==> config.mk <==
export PLATFORM = sky130hd
export DESIGN_NAME = ufec_ram
export DESIGN_NICKNAME = d
export VERILOG_FILES = /design/src/ufec_ram.sv
export SDC_FILE = /design/constraint.sdc
export NUM_CORES = 1
export LEC_CHECK = 0
export BUFFER_PORTS_ARGS = -buffer_cell sky130_fd_sc_hd__buf_2
export CORE_MARGIN = 1
export CORE_UTILIZATION = 35
export CTS_BUF_LIST = sky130_fd_sc_hd__clkbuf_8
export DETAILED_ROUTE_END_ITERATION = 10
export SYNTH_ARGS = -nofsm -noshare
export SYNTH_HDL_FRONTEND = slang
export SYNTH_SLANG_ARGS = --single-unit
==> constraint.sdc <==
create_clock -name clock -period 1.95 [get_ports clock]
set_input_delay 0.4875 -clock clock [delete_from_list [all_inputs] [get_ports clock]]
set_output_delay 0.4875 -clock clock [all_outputs]
set_load 0.02 [all_outputs]
==> src/ufec_ram.sv <==
// generic single-write, single-read synchronous ram with registered read data
`timescale 1ns / 1ps

module ufec_ram #(
   parameter int WIDTH = 8,
   parameter int DEPTH = 16
) (
   input  logic                     clock,
   input  logic                     wr_en,
   input  logic [$clog2(DEPTH)-1:0] wr_addr,
   input  logic [WIDTH-1:0]         wr_data,
   input  logic                     rd_en,
   input  logic [$clog2(DEPTH)-1:0] rd_addr,
   output logic [WIDTH-1:0]         rd_data
);

   logic [WIDTH-1:0] mem_ff [DEPTH];
   logic [WIDTH-1:0] rd_data_ff;

   // write port
   always_ff @(posedge clock) begin
      if (wr_en) begin
         mem_ff[wr_addr] <= wr_data;
      end
   end

   // registered read port
   always_ff @(posedge clock) begin
      if (rd_en) begin
         rd_data_ff <= mem_ff[rd_addr];
      end
   end

   assign rd_data = rd_data_ff;

endmodule

==> key figures <==
Synth
  – Primary FF master, synth: edfxtp_1
  – Gate Count Post-Synth: 229
  – FF+latch count, synth: 136
  – Synth cell types: 18
  – Yosys top cell area share: 78.12%
  – Net Count, Synth: 248
  – Area contributors post-synth: edfxtp_1 (78%), mux4_2 (7.8%), mux4_1 (7.0%), a22oi_1 (2.3%), nor2_1 (0.93%)
  – Synth Warn #: 0
  – FFs w/ async S/R, synth: 0%
  – Synthesized cell area: 5228 um2
  – EDFF count, synth: 136
  – Syn avg cell area: 22.83 um2
  – Largest area contributor in the netlist: edfxtp_1
  – Seq/Total Area, Yosys: 78.12%

Power
  – Psw: 1297 uW
  – Clk pwr share: 39.3%
  – Comb power frac: 5.4%
  – Pint: 4692 uW
  – Reg power frac: 55.2%
  – Sw frac: 21.66%
  – Pwr dens: 973.5 nW/um2
  – Static leakage: 0.002059 uW
  – Worst IR Drop VDD: 0.4293 mV

Global routing
  – Grt ovf: 0
  – Vias in the first global route: 2648
  – GRT Total Usage: 14.97%
  – Initial antenna violation count: 0
  – Largest net degree at the start of global routing: 33
  – Global-route wire length before repair: 16300 um

Run status
  – Run status: completed

Layout
  – Commonest non-fill, non-tap cell in the layout: edfxtp_1
  – Antenna cells: 0
  – Layout cells sized above 1: 34.43%
  – Area Overhead vs Synth: 17.69%
  – Most frequent cells in the layout: edfxtp_1 (136), buf_2 (26), buf_4 (26), mux4_2 (18), clkbuf_8 (17)
  – FF+latch area: 4084 um2
  – Finished Cell Area: 6152 um2
  – Final non-filler cell total: 489
  – Layout fillers: 1289
  – Total Nets Final: 311
  – Area of the multi-input gates: 1062 um2

Die
  – Initial Utilization: 35.97%
  – Core area: 14530 um2
  – Die height: 124.2 um
  – Num ports: 27
  – Die area: 15430 um2
  – Rows: 44
  – DIE WIDTH: 124.2 um

CTS
  – Cts repair resizes: 0
  – CTS tree: built
  – CTS Buffer Depth: 2
  – Clock Sinks: 136
  – Post-CTS Setup Bufs: 0
  – Root buffer cell: clkbuf_8
  – H-tree depth: 4
  – Num CTS Buffers: 17
  – Worst-path clk slew: 80 ps
  – CTS Hold Bufs: 0
  – Worst-Skew Late Latency: 430 ps

Routing
  – Top layer in use: met4
  – # DRC: 0
  – First-pass DRT Iterations: 4
  – Met1 wire length: 5150 um
  – DR WL met2: 4734 um
  – Vias: 2537
  – Detailed route wirelength on metal3: 651 um
  – Vias/cell: 5.188
  – Antenna viol nets, final: 0
  – Final WL: 10700 um
  – DRT iter0 DRCs: 248
  – Wire per inst: 21.88 um

Setup path
  – R2R Path Start: mem_ff[0][4]
  – Kind of critical path: primary input to flop
  – CP endpoint: rd_data[4]
  – Flop-to-flop setup slack: 390 ps
  – Critical path endpoint category: flop
  – Reg2Reg Capture Point: rd_data[4]
  – Critical Path Source Type: primary input
  – Crit path launch: rd_addr[0]
  – Critical Path Fanout Max: 18
  – CP arrival: 1810 ps
  – CP required: 2130 ps
  – Reg2Reg Depth: 4

Timing
  – Final setup margin: 321.7 ps
  – Fmax: 614.1 MHz
  – Final Hold Fails: 0
  – Final Setup Violations: 0
  – Fin crit period: 1628 ps
  – Clk_skew: 10.50 ps
  – Final period util: 83.50%
  – RSZ-0062 raised after global routing: false
  – Max-Slew Margin vs Limit: 43.64%
  – Worst-Margin Slew: 842.2 ps
  – Slew Viols, Final: 0

Place
  – Dpl ws: -123.5 ps
  – Final Wtd Congestion: 0.7450
  – Post-DP HPWL: 6801 um
  – Port Buffers: 26
  – Inst Count DP: 457
  – Placed inst area: 5742 um2

Job
  – Max-cap viol count: 0

Hold path
  – Class of the worst hold path: primary input to flop
  – Hold Path Stages: 1
cell type report:
| cell class | count | area share [%] |
|---|---|---|
| flip-flops and latches | 136 | 66.38 |
| clock buffers | 17 | 3.803 |
| clock inverters | 15 | 2.868 |
| well taps | 184 | 3.742 |
| repair buffers | 54 | 5.939 |
| multi-input cells | 83 | 17.27 |
critical path: stages:
cell and delay (ps):
buf_2 120, buf_12 190, mux4_2 510, a22oi_1 280, buf_4 160, nand2_1 50
cell families after synthesis:
logic type | Yosys count | synth area share, %
DFF | 136 | 78.12
and+or+nand+nor | 35 | 3.136
muxes | 32 | 14.79
AOI/OAI and AO/OA | 16 | 2.298
buffers and inverters | 10 | 1.651
power by group through the flow:
stage | Clock (uW) | Combinational, uW | Sequential, uW
after floorplan | 0 | 166 | 3390
after global placement | 0 | 325 | 3370
after detailed placement | 0 | 329 | 3380
after CTS | 2410 | 330 | 3310
after global routing | 2530 | 354 | 3310
final | 2360 | 325 | 3310
worst min-delay path by stage:
stage,startpoint,endpoint,slack [ps]
detailed placement,mem_ff[4][1],rd_data[1],740
finish,wr_data[2],mem_ff[5][2],430
global route,rd_en,rd_data[5],410
floorplan,wr_data[0],mem_ff[0][0],590
global placement,mem_ff[15][6],rd_data[6],720
CTS,wr_data[6],mem_ff[7][6],400
metal layers:
metal / vias up / global-route usage, %
li1: 1106 / -
met1: 1339 / 22.12
met4: 0 / 4.961
met5: - / 0
met3: 9 / 4.655
met2: 83 / 20.90
flip-flops by register name (all words and copies together) (netlist names):
signal   flops
mem_ff     128
rd_data      8
through the flow:
step / utilization, % / TNS [ps] / power [uW] / hold slack, ps
CTS: 42.33 / 0 / 6046 / 403.1
global placement: 39.51 / -442.6 / 3698 / 722.7
global route: 42.33 / 0 / 6198 / 409.9
floorplan: - / 0 / 3552 / 586.4
finish: 42.33 / 0 / 5989 / 428.3
detailed placement: 39.51 / -485.4 / 3705 / 735.3
cell usage after synthesis (2+ instances only):
cell               n
a22oi_1           16
buf_2              3
buf_6              3
clkdlybuf4s25_2    3
edfxtp_1         136
mux4_1            14
mux4_2            18
nand2_1            9
nand2b_1           2
nand3b_1           2
nor2_1            13
nor3_1             4
Power figures use the tool's default switching activity.
